[config.mk]
export PLATFORM = sky130hd
export DESIGN_NAME = thi_queue
export DESIGN_NICKNAME = d
export VERILOG_FILES = /design/src/rtl/timestamp_history_interpolator_unit_assert.svh /design/src/rtl/thi_pkg.sv /design/src/rtl/thi_queue.sv
export SDC_FILE = /design/constraint.sdc
export NUM_CORES = 1
export LEC_CHECK = 0
export BUFFER_PORTS_ARGS = -buffer_cell sky130_fd_sc_hd__buf_2
export CORE_MARGIN = 2
export CORE_UTILIZATION = 30
export DETAILED_ROUTE_END_ITERATION = 8
export SYNTH_ARGS = -nofsm -noshare
export SYNTH_HDL_FRONTEND = slang
export SYNTH_SLANG_ARGS = --single-unit
[constraint.sdc]
create_clock -name clk_i -period 7.5 [get_ports clk_i]
set_clock_uncertainty 0.15 [all_clocks]
set_input_delay 1.5 -clock clk_i [delete_from_list [all_inputs] [get_ports clk_i]]
set_output_delay 1.5 -clock clk_i [all_outputs]
set_load 0.02 [all_outputs]
[src/rtl/timestamp_history_interpolator_unit_assert.svh]
// ---------------------------------------------------------------------------
// Assertion macros for the timestamp history interpolator
// Concurrent assertion wrappers that can be compiled out with ASSERT_OFF.
// ---------------------------------------------------------------------------
`ifndef TIMESTAMP_HISTORY_INTERPOLATOR_UNIT_ASSERT_SVH
`define TIMESTAMP_HISTORY_INTERPOLATOR_UNIT_ASSERT_SVH
`ifndef ASSERT_OFF
`define THI_ASSERT(lbl, clk, rstn, prop) \
  lbl: assert property (@(posedge clk) disable iff (!rstn) (prop)) \
    else $error("assertion failed");
`define THI_ASSERT_NEXT(lbl, clk, rstn, ante, cons) \
  lbl: assert property (@(posedge clk) disable iff (!rstn) (ante) |=> (cons)) \
    else $error("assertion failed");
`else
`define THI_ASSERT(lbl, clk, rstn, prop)
`define THI_ASSERT_NEXT(lbl, clk, rstn, ante, cons)
`endif
`endif

[src/rtl/thi_pkg.sv]
// ---------------------------------------------------------------------------
// Timestamp history interpolator package
// Shared widths, status codes and the structures passed between modules.
// ---------------------------------------------------------------------------
`default_nettype none
package thi_pkg;

  localparam int unsigned StampW  = 48;
  localparam int unsigned SampleW = 32;
  localparam int unsigned StatusW = 3;
  // Quotient width: the quotient is below the sample difference magnitude.
  localparam int unsigned QuoW    = SampleW + 1;
  localparam int unsigned ProdW   = QuoW + StampW;

  localparam logic OpInsert = 1'b0;
  localparam logic OpQuery  = 1'b1;

  typedef enum logic [StatusW-1:0] {
    ST_EXACT       = 3'd0,
    ST_INTERP      = 3'd1,
    ST_BEFORE      = 3'd2,
    ST_AFTER       = 3'd3,
    ST_INSERT_DONE = 3'd4
  } status_e;

  typedef struct packed {
    logic                      is_query;
    logic [StampW-1:0]         stamp;
    logic signed [SampleW-1:0] sample;
  } cmd_t;

  typedef struct packed {
    logic signed [SampleW-1:0] value;
    status_e                   status;
    logic [StampW-1:0]         oldest_stamp;
    logic [StampW-1:0]         newest_stamp;
    logic signed [SampleW-1:0] newest_sample;
  } res_t;

endpackage
`default_nettype wire

[src/rtl/thi_queue.sv]
// ---------------------------------------------------------------------------
// Command queue
// Two-entry queue that decouples the front end from the back end.
// ---------------------------------------------------------------------------
`default_nettype none
module thi_queue (
  input  wire logic          clk_i,
  input  wire logic          rst_ni,
  input  wire logic          push_valid_i,
  output logic               push_ready_o,
  input  thi_pkg::cmd_t      push_data_i,
  output logic               pop_valid_o,
  input  wire logic          pop_i,
  output thi_pkg::cmd_t      pop_data_o
);
  import thi_pkg::*;

  cmd_t       slot_q [2];
  logic       wptr_q, rptr_q;
  logic [1:0] count_q;
  logic       do_push, do_pop;

  assign push_ready_o = (count_q != 2'd2);
  assign pop_valid_o  = (count_q != 2'd0);
  assign do_push      = push_valid_i & push_ready_o;
  assign do_pop       = pop_i & pop_valid_o;
  assign pop_data_o   = slot_q[rptr_q];

  always_ff @(posedge clk_i or negedge rst_ni) begin
    if (!rst_ni) begin
      wptr_q  <= 1'b0;
      rptr_q  <= 1'b0;
      count_q <= 2'd0;
    end else begin
      if (do_push) begin
        wptr_q <= ~wptr_q;
      end
      if (do_pop) begin
        rptr_q <= ~rptr_q;
      end
      if (do_push && !do_pop) begin
        count_q <= count_q + 2'd1;
      end else if (do_pop && !do_push) begin
        count_q <= count_q - 2'd1;
      end
    end
  end

  always_ff @(posedge clk_i) begin
    if (do_push) begin
      slot_q[wptr_q] <= push_data_i;
    end
  end

endmodule
`default_nettype wire

==> flow_summary_export.csv, run 1 <==
group,metric,value,unit
grt,grt_overflow_total,0,
sta,setup_viol,0,
outcome,run_status,"finished clean",
final_layout,drive_gt1_share,61.3,%
place,hpwlAfterDp,7490,µm
run,cap_violations,0,
route,vias_per_cell,4.13,
synth,netlist_instances,270,
clock_tree,cts_root_buffer,"clkbuf_16",
critical_path,crit_slowest_cell,"dfrtp_4",
grt,met1_usage,13.2,%
critical_path,start_kind,"register",
grt,globalRouteMet3Util,3.67,%
die,num_io_pins,168,
route,dr_total_vias,3047,
die,num_rows,53,
critical_path,cp.arrival,2.68,ns
route,wl_per_cell,15.7,µm
grt,grt_pass1_vias,3281,
grt,top_usage_layer,"met2",
sta,finalCriticalPeriod,4.33,ns
sta,slew_viol_final,0,
place,gp_congestion,0.652,
sta,setup_ws,3.17,ns
route,first_pass_iters,4,
die,fp.dieH,151,µm
die,start_util,30.6,%
route,detail-route-antenna-nets,0,
clock_tree,clk_latency,0.42,ns
final_layout,final_common_cell,"buf_2",
route,initialDrtViolationCount,121,
clock_tree,clkTransAtPathRegs,0.07,ns
route,drc,0,
sta,worstMarginPinSlew,1.09,ns
place,post-place-ws,3.54,ns
final_layout,final_cell_mix,"buf_2 (167), edfxtp_1 (162), mux2_4 (79), clkbuf_16 (17), inv_6 (4)",
final_layout,syn2layout_area_growth,24.9,%
synth,synthesis.nets,356,
die,core-area,21000,µm²
power_and_ir_drop,power_density,411,nW/µm²
sta,tns,0,ns
critical_path,cp.required,5.85,ns
clock_tree,clockBufferDepth,2,
final_layout,nets,536,
critical_path,worstSetupStartpoint,"rptr_q$_DFFE_PN0P_",
critical_path,crit_path_end_kind,"primary output",
power_and_ir_drop,peakVddDrop,0.000246,V
sta,rsz0062_at_grt,"false",
place,io_buffers,167,
grt,antenna_found_initial,2,
sta,fmax,231,MHz
worst_hold_path,hold_path.class,"register to register",
synth,synth.distinct_cells,15,
power_and_ir_drop,leakage,3.19,nW
die,die_w,151,µm
grt,grt_pass1_wl,17500,µm
clock_tree,cts-hold-fix-buffers,0,
synth,syn_area_per_cell,23.8,µm²
route,wl,11600,µm
clock_tree,cts_tree,"built",
grt,grt_max_degree,48,
final_layout,diodes,0,
synth,syn_area,6440,µm²
critical_path,path_cells,"buf_4 > mux2_4 > buf_2",
clock_tree,numCtsBuffers,17,
synth,synth-seq-cells,166,
final_layout,final_core_util,38.2,%
clock_tree,htree_levels,4,
synth,seq_area_frac_synth,77.1,%
critical_path,crit_path_max_fanout,43,
critical_path,worstSetupPathType,"register to primary output",
sta,slew_headroom,26.8,%
sta,hold_viol,0,
synth,yosys_warnings,0,
clock_tree,clock_sinks,166,
grt,groute.layer.met2.usage,16.4,%
grt,track_usage,10.5,%
clock_tree,cts_setup_buffers,0,
final_layout,n_fill_cell,1922,
critical_path,r2r-start,"count_q[0]$_DFFE_PN0P_",
clock_tree,cts_resized,0,
power_and_ir_drop,power,0.00331,W
worst_hold_path,min-delay-start,"count_q[1]$_DFFE_PN0P_",
critical_path,slowest_delay,0.93,ns
sta,min_period_over_period,57.8,%
die,die-area,22700,µm²
[routing by layer]
metal	part of all wire, %	up-vias
met5	0.11	-
li1	-	1422
met3	6.8	14
met1	43	1507
met4	1.5	2
met2	49	102
[cell families (layout without fill, tap and decap cells)]
logic type               after synthesis  count (layout)  share of synthesized area, %
flip-flops                           166             166                          77.1
XOR/XNOR                               5               5                         0.680
multiplexers                          81              81                          18.8
adder cells (fa/ha/maj)                1               1                         0.194
AND/OR/NAND/NOR                        7               7                         0.525
buffers and inverters                 10             203                          2.72
[synthesized netlist by cell type, drive strengths merged]
cell type	count	area [µm²]
buf	9	171
nand2	2	7.51
nand2b	1	6.26
inv	1	3.75
nor2	2	7.51
ha	1	12.5
and3	1	6.26
xor2	2	17.5
mux2	81	1210
or2	1	6.26
xnor2	3	26.3
edfxtp	162	4860
dfrtp	4	100
[path summary, 6_finish.rpt]
check                                           to  slack [ns]  cells past startpoint
min in group asynchronous   count_q[0]$_DFFE_PN0P_        0.73                      1
max in group asynchronous       rptr_q$_DFFE_PN0P_        6.33                      1
max                                 pop_data_o[65]        3.17                      3
min reg2reg                 count_q[1]$_DFFE_PN0P_        0.36                      1
min                         count_q[1]$_DFFE_PN0P_        0.36                      1
max reg2reg                slot_q[0][69]$_DFFE_PP_        4.71                      4
[report_power, final]
group          switching (W)  internal, W
registers           0.000112      0.00127
clock network       0.000356     0.000458
logic               0.000602     0.000506
[cell type report]
cell class / instances / area (µm²) / share of cell area, %
sequential: 166 / 4970 / 61.8
clock inverter: 14 / 124 / 1.54
multi-input combinational: 94 / 1310 / 16.3
inverter: 1 / 3.75 / 0.0467
timing repair buffer: 170 / 858 / 10.7
clock buffer: 18 / 429 / 5.34
tap: 275 / 344 / 4.28
[state kept, by name (all words and copies together) (netlist names)]
register  count
rptr_q        1
slot_q      162
wptr_q        1
count_q       2
[worst max-delay path: cells and delay by family, from the launching register on]
family | cells | cell delay (ns)
mux | 1 | 0.36
flops | 1 | 0.93
buf+inv | 2 | 0.93
[stage by stage]
| stage | instance area, µm² | cells | hold WS (ns) |
|---|---|---|---|
| 2_1_floorplan | 6440 | 270 | 0.306 |
| 3_3_place_gp | 7490 | 706 | 0.325 |
| 3_5_place_dp | 7490 | 706 | 0.341 |
| 4_1_cts | 8040 | 738 | 0.353 |
| 5_1_grt | 8040 | 738 | 0.385 |
| 6_report | 8040 | 738 | 0.355 |
No activity file was read; power rests on OpenSTA's default activity.
==> run 2: changes to the inputs <==
==> constraint.sdc (replaced) <==
create_clock -name clk_i -period 4 [get_ports clk_i]
set_clock_uncertainty 0.15 [all_clocks]
set_input_delay 0.8 -clock clk_i [delete_from_list [all_inputs] [get_ports clk_i]]
set_output_delay 0.8 -clock clk_i [all_outputs]
set_load 0.02 [all_outputs]
==> flow_summary_export.csv, run 2 (synthesized netlist as in run 1, its figures left out) <==
group,metric,value,unit
final_layout,final_cell_mix,"buf_2 (167), edfxtp_1 (162), mux2_4 (79), clkbuf_16 (17)",
power_and_ir_drop,swShare,32.0,%
die,num_rows,53,
clock_tree,cts_root_buffer,"clkbuf_16",
sta,setup_ws,0.863,ns
die,core-area,21000,µm²
final_layout,reg_top3,"slot_q: 162 flops, count_q: 2 flops",
critical_path,cp.required,3.05,ns
final_layout,top_register,"slot_q",
sta,slew_viol_final,0,
route,drc,0,
die,die_w,151,µm
die,start_util,30.6,%
grt,grt_pass1_wl,17600,µm
sta,finalCriticalPeriod,3.14,ns
power_and_ir_drop,peakVddDrop,0.000322,V
clock_tree,clk_latency,0.42,ns
final_layout,drive_gt1_share,61.6,%
place,hpwlAfterDp,7940,µm
power_and_ir_drop,p_int,0.00434,W
critical_path,start_kind,"register",
worst_hold_path,hold_path.class,"primary input to asynchronous set/reset pin",
grt,grt_max_degree,82,
route,initialDrtViolationCount,114,
die,die-area,22700,µm²
final_layout,instances_no_fill,738,
clock_tree,clockBufferDepth,2,
power_and_ir_drop,power_density,786,nW/µm²
grt,track_usage,10.6,%
power_and_ir_drop,power_frac_comb,33.3,%
critical_path,rr_worst_depth,2,
place,gp_congestion,0.628,
route,first_pass_iters,4,
critical_path,r2r-start,"count_q[0]$_DFFE_PN0P_",
clock_tree,cts_resized,0,
outcome,run_status,"finished clean",
power_and_ir_drop,seqPwrFrac,40.1,%
clock_tree,htree_levels,4,
final_layout,final_core_util,38.6,%
sta,hold_viol,0,
power_and_ir_drop,leakage,3.23,nW
run,cap_violations,0,
route,wl_per_cell,16.1,µm
clock_tree,numCtsBuffers,17,
critical_path,worstSetupPathType,"register to primary output",
place,placedCellCount,706,
place,post-place-ws,1.28,ns
sta,min_period_over_period,78.4,%
power_and_ir_drop,power,0.00638,W
clock_tree,cts_tree,"built",
critical_path,cp.arrival,2.19,ns
grt,grt_overflow_total,0,
sta,slew_headroom,21.7,%
route,top_layer,"met5",
power_and_ir_drop,power_switching,0.00205,W
power_and_ir_drop,p_clk_share,26.6,%
clock_tree,cts-hold-fix-buffers,0,
final_layout,n_fill_cell,1913,
clock_tree,cts_setup_buffers,0,
final_layout,final_common_cell,"buf_2",
final_layout,largest_reg_flops,162,
grt,antenna_found_initial,2,
place,io_buffers,167,
clock_tree,clock_sinks,166,
final_layout,diodes,0,
route,routed-wl-met3,831,µm
sta,fmax,319,MHz
sta,tns,0,ns
route,dr_total_vias,3070,
critical_path,r2r-end,"slot_q[1][25]$_DFFE_PP_",
clock_tree,clkTransAtPathRegs,0.07,ns
route,wl,11900,µm
die,fp.dieH,151,µm
final_layout,nets,536,
sta,rsz0062_at_grt,"false",
die,num_io_pins,168,
critical_path,crit_path_end_kind,"primary output",
grt,grt_pass1_vias,3373,
route,met2_length,6250,µm
critical_path,reg2reg_slack,1.82,ns
route,detail-route-antenna-nets,0,
route,met1_length,4590,µm
sta,setup_viol,0,
route,vias_per_cell,4.16,
final_layout,syn2layout_area_growth,26.1,%
sta,worstMarginPinSlew,1.18,ns
critical_path,crit_path_max_fanout,58,
-- run 2: stage by stage --
step / hold slack, ns / area [µm²]
3_5_place_dp: 0.331 / 7500
2_1_floorplan: 0.306 / 6440
3_3_place_gp: 0.325 / 7500
4_1_cts: 0.0142 / 8120
5_1_grt: 0.0134 / 8120
6_report: 0.0391 / 8120
-- run 2: how the worst max path moves through the flow --
stage / start / end / slack (ns) / cells past startpoint
final: rptr_q$_DFFE_PN0P_ / pop_data_o[74] / 0.86 / 3
after global routing: rptr_q$_DFFE_PN0P_ / pop_data_o[73] / 0.73 / 3
after CTS: rptr_q$_DFFE_PN0P_ / pop_data_o[74] / 0.81 / 3
after detailed placement: rptr_q$_DFFE_PN0P_ / pop_data_o[74] / 1.28 / 3
after global placement: rptr_q$_DFFE_PN0P_ / pop_data_o[73] / 1.29 / 3
after floorplan: push_valid_i / slot_q[0][0]$_DFFE_PP_ / 0.41 / 2
-- run 2: cell type report --
cell class	instances	area [µm²]	area share (%)
well taps	275	344	4.24
repair buffers	170	871	10.7
clock buffers	17	425	5.24
inverters	1	3.75	0.0462
clock inverters	15	196	2.42
flip-flops and latches	166	4970	61.2
multi-input cells	94	1310	16.1
-- run 2: metal layers --
| layer | track usage [%] | vias up |
|---|---|---|
| met4 | 4.25 | 4 |
| li1 | - | 1427 |
| met2 | 18.5 | 93 |
| met5 | 0 | - |
| met3 | 4.36 | 17 |
| met1 | 11.4 | 1529 |
-- run 2: worst max-delay path: stages (launching register included) --
cell     delay, ns
dfrtp_4       0.74
buf_12        0.44
mux2_2        0.38
buf_2         0.16
-- run 2: power by group through the flow --
stage | registers (W) | logic (W) | clock network (W)
2_1_floorplan | 0.00252 | 0.00178 | 0
3_3_place_gp | 0.00258 | 0.00215 | 0
3_5_place_dp | 0.00261 | 0.00217 | 0
4_1_cts | 0.00257 | 0.00218 | 0.00175
5_1_grt | 0.00260 | 0.00227 | 0.00183
6_report | 0.00256 | 0.00213 | 0.00170
==> run 3: changes to the inputs <==
==> constraint.sdc (replaced) <==
create_clock -name clk_i -period 3 [get_ports clk_i]
set_clock_uncertainty 0.15 [all_clocks]
set_input_delay 0.6 -clock clk_i [delete_from_list [all_inputs] [get_ports clk_i]]
set_output_delay 0.6 -clock clk_i [all_outputs]
set_load 0.02 [all_outputs]
==> flow_summary_export.csv, run 3 (synthesized netlist as in run 1, its figures left out) <==
group,metric,value,unit
clock_tree,clockBufferDepth,2,
route,initialDrtViolationCount,109,
place,place_area,7550,µm²
final_layout,drive_gt1_share,61.4,%
clock_tree,clock_sinks,166,
final_layout,final_cell_mix,"buf_2 (167), edfxtp_1 (162), mux2_4 (79), clkbuf_16 (17)",
die,num_io_pins,168,
clock_tree,cts-hold-fix-buffers,1,
critical_path,r2r-end,"slot_q[1][76]$_DFFE_PP_",
run,cap_violations,0,
sta,slew_headroom,68.4,%
critical_path,worstSetupPathType,"register to primary output",
route,wl_per_cell,16.0,µm
worst_hold_path,min-delay-start,"push_data_i[5]",
grt,grt_pass1_vias,3408,
critical_path,r2r-start,"count_q[0]$_DFFE_PN0P_",
grt,grt_overflow_total,0,
die,die_w,151,µm
power_and_ir_drop,power_density,1040,nW/µm²
outcome,run_status,"finished clean",
sta,fmax,385,MHz
sta,finalCriticalPeriod,2.60,ns
sta,tns,0,ns
critical_path,slowest_delay,0.57,ns
place,hpwlAfterDp,7750,µm
sta,setup_viol,0,
clock_tree,cts_root_buffer,"clkbuf_16",
die,fp.dieH,151,µm
final_layout,instances_no_fill,741,
critical_path,start_kind,"register",
route,first_pass_iters,4,
route,dr_total_vias,3104,
final_layout,reg_top3,"slot_q: 162 flops, count_q: 2 flops",
die,start_util,30.6,%
final_layout,n_fill_cell,1942,
clock_tree,htree_levels,4,
route,wl,11900,µm
sta,slew_viol_final,0,
final_layout,diodes,0,
final_layout,top_register,"slot_q",
sta,hold_viol,0,
critical_path,worstSetupStartpoint,"rptr_q$_DFFE_PN0P_",
power_and_ir_drop,peakVddDrop,0.000390,V
critical_path,crit_path_end,"pop_data_o[73]",
clock_tree,clkTransAtPathRegs,0.07,ns
worst_hold_path,min_path_cells,1,
clock_tree,cts_setup_buffers,0,
clock_tree,clk_latency,0.41,ns
critical_path,crit_slowest_cell,"dfrtp_4",
final_layout,largest_reg_flops,162,
die,core-area,21000,µm²
critical_path,crit_path_max_fanout,35,
critical_path,path_cells,"buf_12 > mux2_2 > buf_2",
clock_tree,numCtsBuffers,17,
die,num_rows,53,
grt,track_usage,10.8,%
worst_hold_path,hold_path.class,"primary input to register",
route,detail-route-antenna-nets,0,
place,placedCellCount,708,
die,die-area,22700,µm²
critical_path,rr_worst_depth,3,
final_layout,regArea,4970,µm²
place,gp_congestion,0.646,
critical_path,reg2reg_slack,1.16,ns
grt,antenna_found_initial,1,
critical_path,cp.required,2.25,ns
final_layout,final_common_cell,"buf_2",
grt,grt_pass1_wl,17900,µm
clock_tree,cts_tree,"built",
sta,worstMarginPinSlew,0.473,ns
route,drc,0,
critical_path,crit_path_end_kind,"primary output",
sta,holdWs,0.223,ns
final_layout,fin_area,8140,µm²
final_layout,syn2layout_area_growth,26.4,%
final_layout,nets,539,
place,io_buffers,167,
sta,min_period_over_period,86.6,%
critical_path,cp.arrival,1.85,ns
clock_tree,cts_resized,0,
final_layout,multi_input_comb_area,1310,µm²
route,vias_per_cell,4.19,
power_and_ir_drop,leakage,3.23,nW
grt,grt_max_degree,82,
sta,rsz0062_at_grt,"false",
==> run 3: cell count changes in the layout (fill, tap and decap cells not counted), sizes merged <==
cell and change:
clkinvlp +2, bufinv -1, inv -1, clkbuf +1, dlygate4sd3 +1, clkinv -1
buf +2
==> run 3: worst max-delay path: cells and delay by family (launching register included) <==
| family | cells | cell delay (ns) |
|---|---|---|
| buffers and inverters | 2 | 0.45 |
| multiplexers | 1 | 0.37 |
| flip-flops | 1 | 0.57 |
==> run 3: stage by stage <==
stage	worst slack [ns]	power (W)	utilization [%]
after floorplan	0.401	0.00572	-
after global placement	0.830	0.00638	35.9
after detailed placement	0.818	0.00643	35.9
after CTS	0.359	0.00860	38.7
after global routing	0.323	0.00888	38.7
final	0.402	0.00844	38.7
==> run 3: worst min-delay path by stage <==
stage	slack, ns	end
floorplan	0.15	count_q[0]$_DFFE_PN0P_
global placement	0.29	count_q[1]$_DFFE_PN0P_
detailed placement	0.29	count_q[1]$_DFFE_PN0P_
CTS	0.20	slot_q[0][36]$_DFFE_PP_
global route	0.19	slot_q[0][25]$_DFFE_PP_
finish	0.22	slot_q[0][5]$_DFFE_PP_
==> run 3: final cells by class <==
class	instances	share of cell area, %
Clock buffer	18	5.27
Clock inverter	14	1.84
Inverter	1	0.0461
Multi-Input combinational cell	94	16.1
Sequential cell	166	61.0
Tap cell	275	4.23
Timing Repair Buffer	173	11.5
==> run 3: where the power goes <==
part | switching [W] | internal [W] | leakage [nW]
clock network | 0.000894 | 0.00123 | 0.273
registers | 0.000181 | 0.00318 | 1.55
logic | 0.00163 | 0.00132 | 1.41
==> run 3: per-layer routing <==
| layer | track usage (%) | part of all wire (%) | wire [µm] |
|---|---|---|---|
| met3 | 3.85 | 6.5 | 773 |
| met4 | 3.54 | 1.0 | 123 |
| met5 | 0 | 0 | 0 |
| met1 | 11.7 | 40 | 4740 |
| met2 | 19.5 | 53 | 6240 |
