File: config.mk
export PLATFORM = sky130hd
export DESIGN_NAME = thi_front
export DESIGN_NICKNAME = d
export VERILOG_FILES = /design/src/rtl/timestamp_history_interpolator_unit_assert.svh /design/src/rtl/thi_pkg.sv /design/src/rtl/thi_front.sv
export SDC_FILE = /design/constraint.sdc
export NUM_CORES = 1
export LEC_CHECK = 0
export ABC_AREA = 1
export BUFFER_PORTS_ARGS = -buffer_cell sky130_fd_sc_hd__buf_4
export CORE_AREA = 10 10 94 96
export CTS_BUF_LIST = sky130_fd_sc_hd__clkbuf_8 sky130_fd_sc_hd__clkbuf_16
export DETAILED_ROUTE_END_ITERATION = 6
export DIE_AREA = 0 0 104 106
export GPL_TIMING_DRIVEN = 0
export HOLD_SLACK_MARGIN = 0.15
export MAX_ROUTING_LAYER = met4
export PLACE_DENSITY = 0.73
export SLEW_MARGIN = 20
export SYNTH_ARGS = -nofsm -noshare
export SYNTH_HDL_FRONTEND = slang
export SYNTH_SLANG_ARGS = --single-unit
File: constraint.sdc
create_clock -name clk_i -period 3 [get_ports clk_i]
set_input_delay 0.6 -clock clk_i [delete_from_list [all_inputs] [get_ports clk_i]]
set_output_delay 0.6 -clock clk_i [all_outputs]
set_load 0.02 [all_outputs]
File: src/rtl/timestamp_history_interpolator_unit_assert.svh
// ---------------------------------------------------------------------------
// Assertion macros for the timestamp history interpolator
// Concurrent assertion wrappers that can be compiled out with ASSERT_OFF.
// ---------------------------------------------------------------------------
`ifndef TIMESTAMP_HISTORY_INTERPOLATOR_UNIT_ASSERT_SVH
`define TIMESTAMP_HISTORY_INTERPOLATOR_UNIT_ASSERT_SVH
`ifndef ASSERT_OFF
`define THI_ASSERT(lbl, clk, rstn, prop) \
  lbl: assert property (@(posedge clk) disable iff (!rstn) (prop)) \
    else $error("assertion failed");
`define THI_ASSERT_NEXT(lbl, clk, rstn, ante, cons) \
  lbl: assert property (@(posedge clk) disable iff (!rstn) (ante) |=> (cons)) \
    else $error("assertion failed");
`else
`define THI_ASSERT(lbl, clk, rstn, prop)
`define THI_ASSERT_NEXT(lbl, clk, rstn, ante, cons)
`endif
`endif

File: src/rtl/thi_pkg.sv
// ---------------------------------------------------------------------------
// Timestamp history interpolator package
// Shared widths, status codes and the structures passed between modules.
// ---------------------------------------------------------------------------
`default_nettype none
package thi_pkg;

  localparam int unsigned StampW  = 48;
  localparam int unsigned SampleW = 32;
  localparam int unsigned StatusW = 3;
  // Quotient width: the quotient is below the sample difference magnitude.
  localparam int unsigned QuoW    = SampleW + 1;
  localparam int unsigned ProdW   = QuoW + StampW;

  localparam logic OpInsert = 1'b0;
  localparam logic OpQuery  = 1'b1;

  typedef enum logic [StatusW-1:0] {
    ST_EXACT       = 3'd0,
    ST_INTERP      = 3'd1,
    ST_BEFORE      = 3'd2,
    ST_AFTER       = 3'd3,
    ST_INSERT_DONE = 3'd4
  } status_e;

  typedef struct packed {
    logic                      is_query;
    logic [StampW-1:0]         stamp;
    logic signed [SampleW-1:0] sample;
  } cmd_t;

  typedef struct packed {
    logic signed [SampleW-1:0] value;
    status_e                   status;
    logic [StampW-1:0]         oldest_stamp;
    logic [StampW-1:0]         newest_stamp;
    logic signed [SampleW-1:0] newest_sample;
  } res_t;

endpackage
`default_nettype wire

File: src/rtl/thi_front.sv
// ---------------------------------------------------------------------------
// Front end
// Accepts items, decodes the opcode and holds one command for the queue.
// ---------------------------------------------------------------------------
`default_nettype none
module thi_front (
  input  wire logic                         clk_i,
  input  wire logic                         rst_ni,
  input  wire logic                         start_i,
  output logic                              busy_o,
  input  wire logic                         opcode_i,
  input  wire logic [thi_pkg::StampW-1:0]   stamp_i,
  input  wire logic [thi_pkg::SampleW-1:0]  sample_in_i,
  output logic                              cmd_valid_o,
  input  wire logic                         cmd_ready_i,
  output thi_pkg::cmd_t                     cmd_o
);
  import thi_pkg::*;

  logic valid_q, valid_d;
  cmd_t cmd_q;
  logic take;

  assign busy_o = valid_q & ~cmd_ready_i;
  assign take   = start_i & ~busy_o;

  always_comb begin
    valid_d = valid_q;
    if (cmd_ready_i) begin
      valid_d = 1'b0;
    end
    if (take) begin
      valid_d = 1'b1;
    end
  end

  always_ff @(posedge clk_i or negedge rst_ni) begin
    if (!rst_ni) begin
      valid_q <= 1'b0;
    end else begin
      valid_q <= valid_d;
    end
  end

  always_ff @(posedge clk_i) begin
    if (take) begin
      cmd_q.is_query <= (opcode_i == OpQuery);
      cmd_q.stamp    <= stamp_i;
      cmd_q.sample   <= sample_in_i;
    end
  end

  assign cmd_valid_o = valid_q;
  assign cmd_o       = cmd_q;

endmodule
`default_nettype wire

==> summary by stage, run 1 <==
Finish
The number of antenna cells inserted is 0. Of the cells placed in the final design, the portion with a size suffix greater than 1 is approximately 70%. After the last flow step, the layout net total stands at between 300 and 400. Relative to the synthesized area, the layout overhead comes to 67.4%.

Timing
For the pin with the worst max-slew slack, the measured transition is approximately 0.66 ns. After layout, the minimum clock period comes to approximately 1.7 ns. Setup violations remaining at the end of the flow were counted as 0.

Across the routed clock network, the largest skew measured is around 0.0086 ns. Summed over all failing endpoints, the final setup total negative slack is 0 ns. Setup slack on the critical path of the routed design comes to between 1 and 1.5 ns. The hold violation count in the final report came to 0. Setup repair after global routing left no endpoint under its margin. The number of max-slew violations in the final report is 0. The timing-limited maximum frequency is 577 MHz.

The fraction of the cycle the final worst path needs is about 58%. The worst pin sits at a relative slew slack of 56.2%.

Synth
Summed over its instances, the top area cell type makes up between 90% and 100% of the synthesized netlist area. Sequential elements use a little over nine tenths of the synthesized area. Yosys printed 0 warnings. Summing every instance area after synthesis gives roughly 2500 sq um. The number of instances in the synthesized netlist is a little under 90. The net count of the mapped netlist is 173. Synthesis inferred 82 register bits. The number of distinct library cells after synthesis is 7.

A synthesized cell averages between 20 and 30 sq um. The synthesized design spends more area on one cell type than any other, namely sky130_fd_sc_hd__edfxtp_1. By area the synthesized netlist is led by sky130_fd_sc_hd__edfxtp_1 (98%), sky130_fd_sc_hd__dfrtp_1 (1.0%), sky130_fd_sc_hd__a21oi_2 (0.35%).

Worst setup path
The source of the worst register-to-register timing path is cmd_valid_o$_DFFE_PN0P_. Along the worst path, the maximum fanout reaches 24. The critical path starts at cmd_valid_o$_DFFE_PN0P_. The critical path in this run is classified as reg2reg. At the worst endpoint, the required time is between 3 and 4 ns.

The launching element type of the critical path is a flip-flop. The arrival time of the worst setup path is approximately 1.8 ns. The critical path capture point type is a flip-flop.

Die
The full die area is roughly 11000 sq um. In this run the count of I/O pins placed on the die edge is 168. From bottom edge to top edge, the die measures 106 um. The initial utilization of the core area, before any placement, comes to 35.3%. The chip width is between 100 and 150 um. The core region is between 7000 and 8000 sq um.

The number of placement rows is 31.

CTS
In this run the post-CTS setup repair buffer count came out at 0. TritonCTS built the clock tree. The H-tree generated during clock tree synthesis spans 3 levels.

In this run the clock root is driven by a sky130_fd_sc_hd__clkbuf_8. The number of hold-repair buffers added at the cts stage is 1. The longest clock path from root to sink contains 2 buffers. The clock transition time at the flip-flop clock pins of the worst setup and hold paths is roughly 0.090 ns. The insertion delay to the later sink of the worst-skew pair is ~0.34 ns.

The clock drives a little over 80 sinks. In this run, CTS created clock tree buffers numbering 9. In this run, post-CTS repair resized a total of 0 instances.

Outcome
The run finished with clean final reports.

Routing
The residual DRC count is 0. After detailed routing, the average wire length per cell comes to around 18 um. The total via count after detailed routing is between 1500 and 2000. The final layout contains routed wiring with a total length of 6.87 mm. The detailed-router iteration count before antenna repair is 5.

The detailed router finished its first iteration with 75 violations. The number of nets with antenna violations after detailed routing is 0. After detailed routing, the number of vias per cell comes to around 4.2.

Global route
The number of antenna violations at the first check in global routing is 0. The first-pass GRT wire length is 10.2 mm. The number of global-route vias before repair came to between 1500 and 2000.

Global routing used around an eighth of the available tracks. The pin count of the biggest net entering global routing is 25. Summed over all layers, the global routing overflow is 0.

Placement
Routability-driven placement finished with a final weighted congestion of 0.657. The HPWL after detailed placement is 5.57 mm. Before CTS, the worst setup slack after placement is slightly below 1 ns. The number of buffers added on ports is approximately 170.

Pwr
The power density over the cells is between 500 and 600 nW/um^2. The maximum resistive drop on vdd is between 0.3 and 0.4 mV. The overall power after layout is ~2.5 mW. The static power due to leakage is between 1.5 and 2 nW.

Hold path
The beginning of the worst hold path is stamp_i[8]. The type of the worst min-delay path is in2reg.

Job
The number of max-capacitance violations reported is 0.
==> cell type report <==
class                      count  area [sq um]
inverter                       3          11.3
clock inverter                 7          76.3
multi-input combinational      3          28.8
clock buffer                   9           124
timing repair buffer         171          1350
fill                         550          2890
sequential                    82          2460
tap                           99           124
==> sequential cells by signal, indices dropped and copies added, names as in the netlist <==
name         flops
cmd_valid_o      1
cmd_o           81
==> worst paths after layout <==
check | end | cells after the start | slack (ns)
max | cmd_o[20]$_DFFE_PP_ | 3 | 1.27
min | cmd_o[40]$_DFFE_PP_ | 1 | 0.42
max reg2reg | cmd_o[20]$_DFFE_PP_ | 3 | 1.27
min reg2reg | cmd_valid_o$_DFFE_PN0P_ | 2 | 0.61
max in group asynchronous | cmd_valid_o$_DFFE_PN0P_ | 2 | 2.36
min in group asynchronous | cmd_valid_o$_DFFE_PN0P_ | 2 | 0.56
==> per-layer routing <==
metal | share of wire [%] | up-vias | global-route usage, %
met1 | 37 | 751 | 12.9
met2 | 52 | 102 | 20.7
li1 | - | 713 | -
met4 | 1.0 | 0 | 5.47
met5 | 0 | - | -
met3 | 10 | 4 | 6.82
==> per-stage QoR <==
| stage | std cells | hold slack, ns | utilization, % | area (sq um) |
|---|---|---|---|---|
| after global placement | 354 | 0.376 | 54.9 | 3870 |
| after detailed placement | 357 | 0.378 | 56.1 | 3960 |
| after global routing | 374 | 0.393 | 59.0 | 4170 |
| final | 374 | 0.424 | 59.0 | 4170 |
| after CTS | 374 | 0.405 | 59.0 | 4170 |
| after floorplan | 88 | 0.304 | - | 2500 |
==> synth_stat cells <==
cell and count:
sky130_fd_sc_hd__a21oi_2 1, sky130_fd_sc_hd__dfrtp_1 1, sky130_fd_sc_hd__edfxtp_1 81, sky130_fd_sc_hd__inv_1 2, sky130_fd_sc_hd__inv_2 1, sky130_fd_sc_hd__nor2_1 1
sky130_fd_sc_hd__o21ai_2 1
==> report_power, final <==
group	total [mW]	internal, mW	switching (mW)
clock network	0.793	0.390	0.402
registers	1.35	1.33	0.0171
logic	0.308	0.156	0.152
total	2.45	1.88	0.571
==> layout by cell type (no fill, tap or decap), drive strengths merged <==
cell type / n
a21oi: 1
buf: 170
bufinv: 1
clkbuf: 9
clkinv: 3
clkinvlp: 1
dfrtp: 1
dlygate4sd3: 1
edfxtp: 81
inv: 5
nor2: 1
o21ai: 1
==> critical path, stage by stage (launching register included) <==
cell	delay, ns
sky130_fd_sc_hd__dfrtp_1	0.43
sky130_fd_sc_hd__a21oi_4	0.56
sky130_fd_sc_hd__buf_16	0.26
sky130_fd_sc_hd__buf_16	0.18
==> logic make-up after synthesis <==
logic type,Yosys count,synth area share (%)
flip-flops,82,98.7
AO/OA/AOI/OAI,2,0.704
buffers and inverters,3,0.452
AND/OR/NAND/NOR,1,0.151
Power figures use the tool's default switching activity.
==> run 2: changes to the inputs <==
- clock period: 3 -> 1.56 ns (I/O delays scaled with it)
==> run 2 against run 1 <==
Effect of this change:
- worst setup slack got worse by 1.2 ns
- power increased by 110%
- final area increased by 21%
- via count increased by 22%
- cell count increased by 22%
- die area unchanged
- critical path depth unchanged
- count of clock-buffer cells in the layout unchanged
- largest cell class unchanged
- largest power group unchanged
- highest routed layer unchanged
==> summary by stage, run 2 (synthesis results as in run 1) <==
Job
The number of max-capacitance violations reported came to 0 (unchanged).

Timing
The timing-limited maximum frequency is between 600 and 700 MHz. The slew of the pin with the lowest slew margin is 0.187 ns (-0.470 ns). The hold violation count in the final report is 0 (unchanged). The worst hold slack is 0.263 ns (-0.161 ns).

The number of max-slew violations in the final report is 0 (unchanged). The largest clock skew in the final design is 0.00605 ns (-0.00254 ns). The final period demand of the worst path is approximately 1.5 ns.

The final total negative setup slack is 0 ns (unchanged). The worst path uses 96.2% of the clock period. The headroom to the max-slew limit is 87.5% (+31 points). Setup repair after global routing left no endpoint under its margin.

The final setup violation count is 0 (unchanged).

Worst setup path
The number of cell instances on the worst register-to-register path was 4 (+1). The timing endpoint of the critical path is busy_o. The source of the worst register-to-register timing path is cmd_valid_o$_DFFE_PN0P_. The worst setup path is launched from a flip-flop. Grouping stages by cell kind, the critical path spends the most delay in flip-flops.

The number of cells on the critical path is 3 (unchanged). The endpoint required time on the critical path is 1.25 ns (-1.79 ns). The highest net fanout along the worst path is 3 (-88%). The reg2reg setup slack was 0.11 ns (-1.16 ns). The stage delay of the slowest cell on the critical path came to 0.41 ns (-0.15 ns). The arrival time of the worst setup path is 1.19 ns (-0.59 ns). The master of the slowest instance on the critical path is sky130_fd_sc_hd__dfrtp_2. The number of buffers and inverters on the critical path is 2 (unchanged). The critical path goes through inv_1 > nor2_1 > buf_4.

The category of the critical setup timing path is reg2out. The critical path capture point type is an output pin. The endpoint of the most critical register-to-register path is cmd_o[31]$_DFFE_PP_. In this run the worst setup path begins at cmd_valid_o$_DFFE_PN0P_.

Finish
The area overhead of the layout relative to synthesis is 103%. The final instance count without filler cells is 458 (+22%). The ratio of cells with drive above 1 in the final layout is 53.2% (-15 points). The final design area excluding fillers came to 5050 sq um (+21%). The flip-flop count of the largest register after layout came to 81 (unchanged). The number of antenna cells inserted is 0 (unchanged).

In the layout the commonest cells are sky130_fd_sc_hd__buf_4 (168), sky130_fd_sc_hd__dlygate4sd3_1 (83), sky130_fd_sc_hd__edfxtp_1 (81). The library cell used most frequently in the layout, excluding fill and tap cells, is sky130_fd_sc_hd__buf_4. The count of nets after finishing is 439 (+24%).

Pwr
The switching power as a share of total power was 22.0% (-1.3 points). The static power due to leakage is 2.12 nW (+22%). The overall power after layout is 5.21 mW (+110%). The maximum resistive drop on vdd is 0.757 mV (+130%). The part of the total power dissipated in sequential elements came to 49.9% (-5.2 points). The power density over the cells was 1030 nW/um^2 (+75%).

The cell internal power dissipation is 4.07 mW (+120%). The total net switching power is 1.15 mW (+100%). The clock share of power is 35.0% (+2.7 points). The relative contribution of combinational cells to total power is 15.1% (+2.5 points).

Outcome
The flow ran to the end, and the final reports show no timing, DRC or antenna violations.

Die
The initial cell density of the core is 35.3% (unchanged). The full die area is 11000 sq um (unchanged). The core area was 7060 sq um (unchanged). The chip width is 104 um (unchanged). The height of the chip is 106 um (unchanged). The count of pins on the block boundary was 168 (unchanged). The number of placement rows came to 31 (unchanged).

Routing
The per-cell routed wire length was 19.2 um (+4.6%). The total via count after detailed routing is 1916 (+22%). The final routed wirelength across all metal layers was 8.80 mm (+28%). The detailed-router iteration count before antenna repair was 6 (+1).

The via density per instance was 4.18 (-0.34%). The residual DRC count is 0 (unchanged). The number of nets with antenna violations after detailed routing was 0 (unchanged). The number of violations reported at the end of detailed-routing iteration 0 came to 73 (-2.7%).

Placement
The HPWL after detailed placement came to 5.91 mm (+6.3%). The number of buffers added on ports came to 167 (unchanged). The number of placed instances with taps included is 358 (+0.28%). The area after detailed placement is 3970 sq um (+0.41%). The final weighted congestion in routability-driven placement is 0.685 (+4.3%).

CTS
The clock transition time at the flip-flop clock pins of the worst setup and hold paths is 0.08 ns (about the same). The CTS H-tree depth came to 3 (unchanged). The number of buffers created by CTS is 9 (unchanged). The number of clock sinks is 82 (unchanged). The count of instances resized after the clock tree is built is 0 (unchanged). CTS placed an instance of sky130_fd_sc_hd__clkbuf_8 at the clock tree root. The insertion delay to the later sink of the worst-skew pair was 0.35 ns (about the same). The worst-case clock buffer depth is 2 (unchanged). TritonCTS built the clock tree.

Global route
The overall global routing resource usage is 16.4% (+3.6 points). The number of antenna violations at the first check in global routing was 0 (unchanged). The remaining global-route overflow came to 0 (unchanged). The first-pass GRT wire length is 13.2 mm (+29%).

The pin count of the biggest net entering global routing is 27 (+8.0%). The number of global-route vias before repair is 2272 (+20%).

Hold path
The worst hold path belongs to the class in2reg.
-- run 2: worst register-to-register path, delay by kind of cell, from the launching register on --
family,cells,cell delay (ns)
compound gates,1,0.18
buf+inv,3,0.53
flops,1,0.44
-- run 2: stage by stage --
stage,util (%),setup WS [ns]
6_report,71.6,0.0596
5_1_grt,71.6,0.0158
4_1_cts,71.6,0.100
3_5_place_dp,56.3,-0.206
3_3_place_gp,54.9,-1.10
2_1_floorplan,-,-0.722
-- run 2: layout make-up --
class,count,area [sq um]
tap,99,124
inverter,3,11.3
multi-input combinational,3,28.8
sequential,82,2460
clock inverter,7,119
fill,429,2000
clock buffer,9,124
timing repair buffer,255,2190
-- run 2: power by group through the flow --
stage | Sequential, mW | Combinational [mW] | Clock (mW)
floorplan | 2.80 | 0.0487 | 0
global placement | 2.65 | 0.556 | 0
detailed placement | 2.65 | 0.613 | 0
CTS | 2.60 | 0.787 | 1.88
global route | 2.61 | 0.832 | 1.97
finish | 2.60 | 0.786 | 1.83
-- run 2: metal layers --
layer,vias up,track usage (%),wire [um]
li1,884,-,-
met1,906,16.4,3150
met2,119,28.0,4690
met3,7,7.67,874
met4,0,5.47,80
met5,-,-,0
-- run 2: worst min-delay path by stage --
stage / from / end / cells past startpoint
3_5_place_dp: rst_ni / cmd_valid_o$_DFFE_PN0P_ / 1
4_1_cts: start_i / cmd_valid_o$_DFFE_PN0P_ / 3
3_3_place_gp: rst_ni / cmd_valid_o$_DFFE_PN0P_ / 1
2_1_floorplan: rst_ni / cmd_valid_o$_DFFE_PN0P_ / 0
6_report: start_i / cmd_valid_o$_DFFE_PN0P_ / 3
5_1_grt: start_i / cmd_valid_o$_DFFE_PN0P_ / 3
-- run 2: what timing repair did --
item	in CTS	in global routing
setup buffers	1	0
endpoints found under the setup margin	60	0
endpoints found under the hold margin	83	0
hold buffers	83	0
==> run 3: changes to the inputs <==
- CTS_CLUSTER_SIZE: default -> 16
- clock period: 1.56 -> 1.33 ns (I/O delays scaled with it)
==> run 3 against run 2 <==
Effect of this change:
- largest power group unchanged
- highest routed layer unchanged
- core utilization increased by 0.20 points
- critical path type unchanged
- count of clock-buffer cells in the layout stayed put
- clock power increased by 18%
- the flow now finishes with violations (negative setup slack)
==> summary by stage, run 3 (synthesis results as in run 1) <==
Finish
Leaving out fill and tap cells, the most frequent cells in the layout are sky130_fd_sc_hd__buf_4 (169), sky130_fd_sc_hd__dlygate4sd3_1 (84), sky130_fd_sc_hd__edfxtp_1 (81). The count of nets after finishing is 441 (+0.46%). The flip-flop count of the largest register after layout is 81 (unchanged). The final design area excluding fillers was 5070 sq um (+0.27%). Compared with the post-synthesis result, the final layout area differs by 104%. The most common cell after layout, fill and taps aside is sky130_fd_sc_hd__buf_4. The final instance count without filler cells is 463 (+1.1%). The ratio of cells with drive above 1 in the final layout is 53.7% (+0.54 points).

Worst setup path
The launching element type of the critical path is a flip-flop. The reg2reg setup slack was 0.02 ns (-0.09 ns). The arrival time of the worst setup path is 1.07 ns (-0.12 ns). The highest net fanout along the worst path was 3 (unchanged). The worst register-to-register path ends at cmd_o[43]$_DFFE_PP_. The number of cell instances on the worst register-to-register path is 3 (-1). The critical path is of the reg2out type. The endpoint required time on the critical path is 1.06 ns (-0.19 ns).

The critical path capture point type is an output pin. The source of the worst register-to-register timing path is cmd_valid_o$_DFFE_PN0P_.

CTS
The CTS H-tree depth came to 3 (unchanged). The worst-case clock buffer depth is 2 (unchanged). The tree is rooted in a sky130_fd_sc_hd__clkbuf_8. The CTS tree is done. The clock transition time at the flip-flop clock pins of the worst setup and hold paths is 0.09 ns (about the same). The number of clock sinks came to 82 (unchanged). The insertion delay to the later sink of the worst-skew pair was 0.34 ns (about the same). The number of buffers created by CTS is 9 (unchanged).

Timing
The least setup slack across all paths after layout is -0.00152 ns (-0.0611 ns). The headroom to the max-slew limit is 88.5% (+0.93 points). Based on the critical path, the design can be clocked at up to around 750 MHz. After layout, the worst path uses 100% of the clock period. The largest clock skew in the final design is 0.00557 ns (-0.000476 ns). The slew of the pin with the lowest slew margin is 0.173 ns (-0.0133 ns). Setup repair after global routing could not meet its margin everywhere. After layout, the minimum clock period comes to between 1 and 1.5 ns. The final total negative setup slack was -0.00152 ns (-0.00152 ns). The hold violation count in the final report is 0 (unchanged). The final setup violation count is 1 (+1). The number of max-slew violations in the final report is 0 (unchanged).

The worst hold slack is 0.243 ns (-0.0195 ns).

Die
The count of pins on the block boundary is 168 (unchanged). The initial cell density of the core is 35.3% (unchanged). The height of the chip is 106 um (unchanged). The full die area is 11000 sq um (unchanged). The chip width is 104 um (unchanged). The core area is 7060 sq um (unchanged). The number of placement rows is 31 (unchanged).

Routing
The number of nets with antenna violations after detailed routing was 0 (unchanged). The residual DRC count is 0 (unchanged). The number of violations reported at the end of detailed-routing iteration 0 was 65 (-11%).

The total via count after detailed routing is 1897 (-0.99%). The final routed wirelength across all metal layers was 8.94 mm (+1.6%). The per-cell routed wire length was 19.3 um (+0.54%).

The via density per instance was 4.10 (-2.1%). The detailed-router iteration count before antenna repair is 4 (-2).

Placement
The HPWL after detailed placement was 5.91 mm (unchanged). The number of placed instances with taps included is 358 (unchanged). The final weighted congestion in routability-driven placement is 0.685 (unchanged). The area after detailed placement was 3970 sq um (unchanged). The number of buffers added on ports came to 167 (unchanged).

Pwr
The static power due to leakage was 2.12 nW (about the same). The power density over the cells came to 1210 nW/um^2 (+17%). The maximum resistive drop on vdd is 0.749 mV (-0.96%). The overall power after layout is 6.13 mW (+18%).

Global route
The met1 layer usage reported by global route was 16.0% (-0.45 points). The overall global routing resource usage was 16.3% (-0.13 points). The pin count of the biggest net entering global routing is 35 (+30%).

The global-route track usage on met3 is 7.97% (+0.30 points). The met2 track utilization from global routing is 27.6% (-0.45 points). The first-pass GRT wire length came to 13.1 mm (-0.21%). The number of global-route vias before repair is 2296 (+1.1%). The number of antenna violations at the first check in global routing is 3 (+3). The remaining global-route overflow is 0 (unchanged). The layer with the highest usage after global routing is met2.

Outcome
The run finished, with violations left. The final reports fail on negative setup slack.

Job
The number of max-capacitance violations reported is 0 (unchanged).

Hold path
The type of the worst min-delay path is in2async.
run 3: changes by cell type in the layout (fill, tap and decap cells not counted), sizes merged:
cell and change:
dlygate4sd3 +1, buf +1, diode +3
run 3: final cells by class:
type                            instances  area [sq um]
Sequential cell                        82          2460
Timing Repair Buffer                  257          2190
Multi-Input combinational cell          3          36.3
Tap cell                               99           124
Clock inverter                          7           119
Clock buffer                            9           124
Antenna cell                            3          7.51
Fill cell                             441          1990
Inverter                                3          11.3
run 3: how the worst max path moves through the flow:
stage,endpoint,slack (ns),from,depth (start not counted)
after floorplan,cmd_o[0]$_DFFE_PP_,-0.95,cmd_valid_o$_DFFE_PN0P_,1
after global placement,cmd_o[36]$_DFFE_PP_,-1.33,cmd_valid_o$_DFFE_PN0P_,1
after detailed placement,cmd_o[77]$_DFFE_PP_,-0.40,cmd_valid_o$_DFFE_PN0P_,4
after CTS,busy_o,0.001,cmd_valid_o$_DFFE_PN0P_,3
after global routing,busy_o,-0.05,cmd_valid_o$_DFFE_PN0P_,3
final,busy_o,-0.002,cmd_valid_o$_DFFE_PN0P_,3
run 3: power by group:
part	internal [mW]	switching (mW)
sequential	3.01	0.0436
combinational	0.515	0.408
clock	1.25	0.908
run 3: per-layer routing:
metal,vias up,wire [um]
met5,-,0
met4,0,87
met3,8,998
met2,108,4670
met1,889,3190
li1,892,-
run 3: repair_timing:
action,4_1_cts,5_1_grt
hold buffers,84,0
hold endpoints to repair,83,0
resized for setup,5,0
buffers inserted,4,0
endpoints found under the setup margin,71,1
pin swaps,1,0
run 3: metrics by stage:
| stage | setup WS, ns | utilization (%) |
|---|---|---|
| after floorplan | -0.952 | - |
| after global placement | -1.33 | 54.9 |
| after detailed placement | -0.395 | 56.3 |
| after CTS | 0.00111 | 71.7 |
| after global routing | -0.0491 | 71.8 |
| final | -0.00152 | 71.8 |
run 3: critical path, stage by stage, from the launching register on:
cell,delay (ns)
sky130_fd_sc_hd__dfrtp_2,0.43
sky130_fd_sc_hd__inv_2,0.07
sky130_fd_sc_hd__nor2_4,0.10
sky130_fd_sc_hd__buf_6,0.13
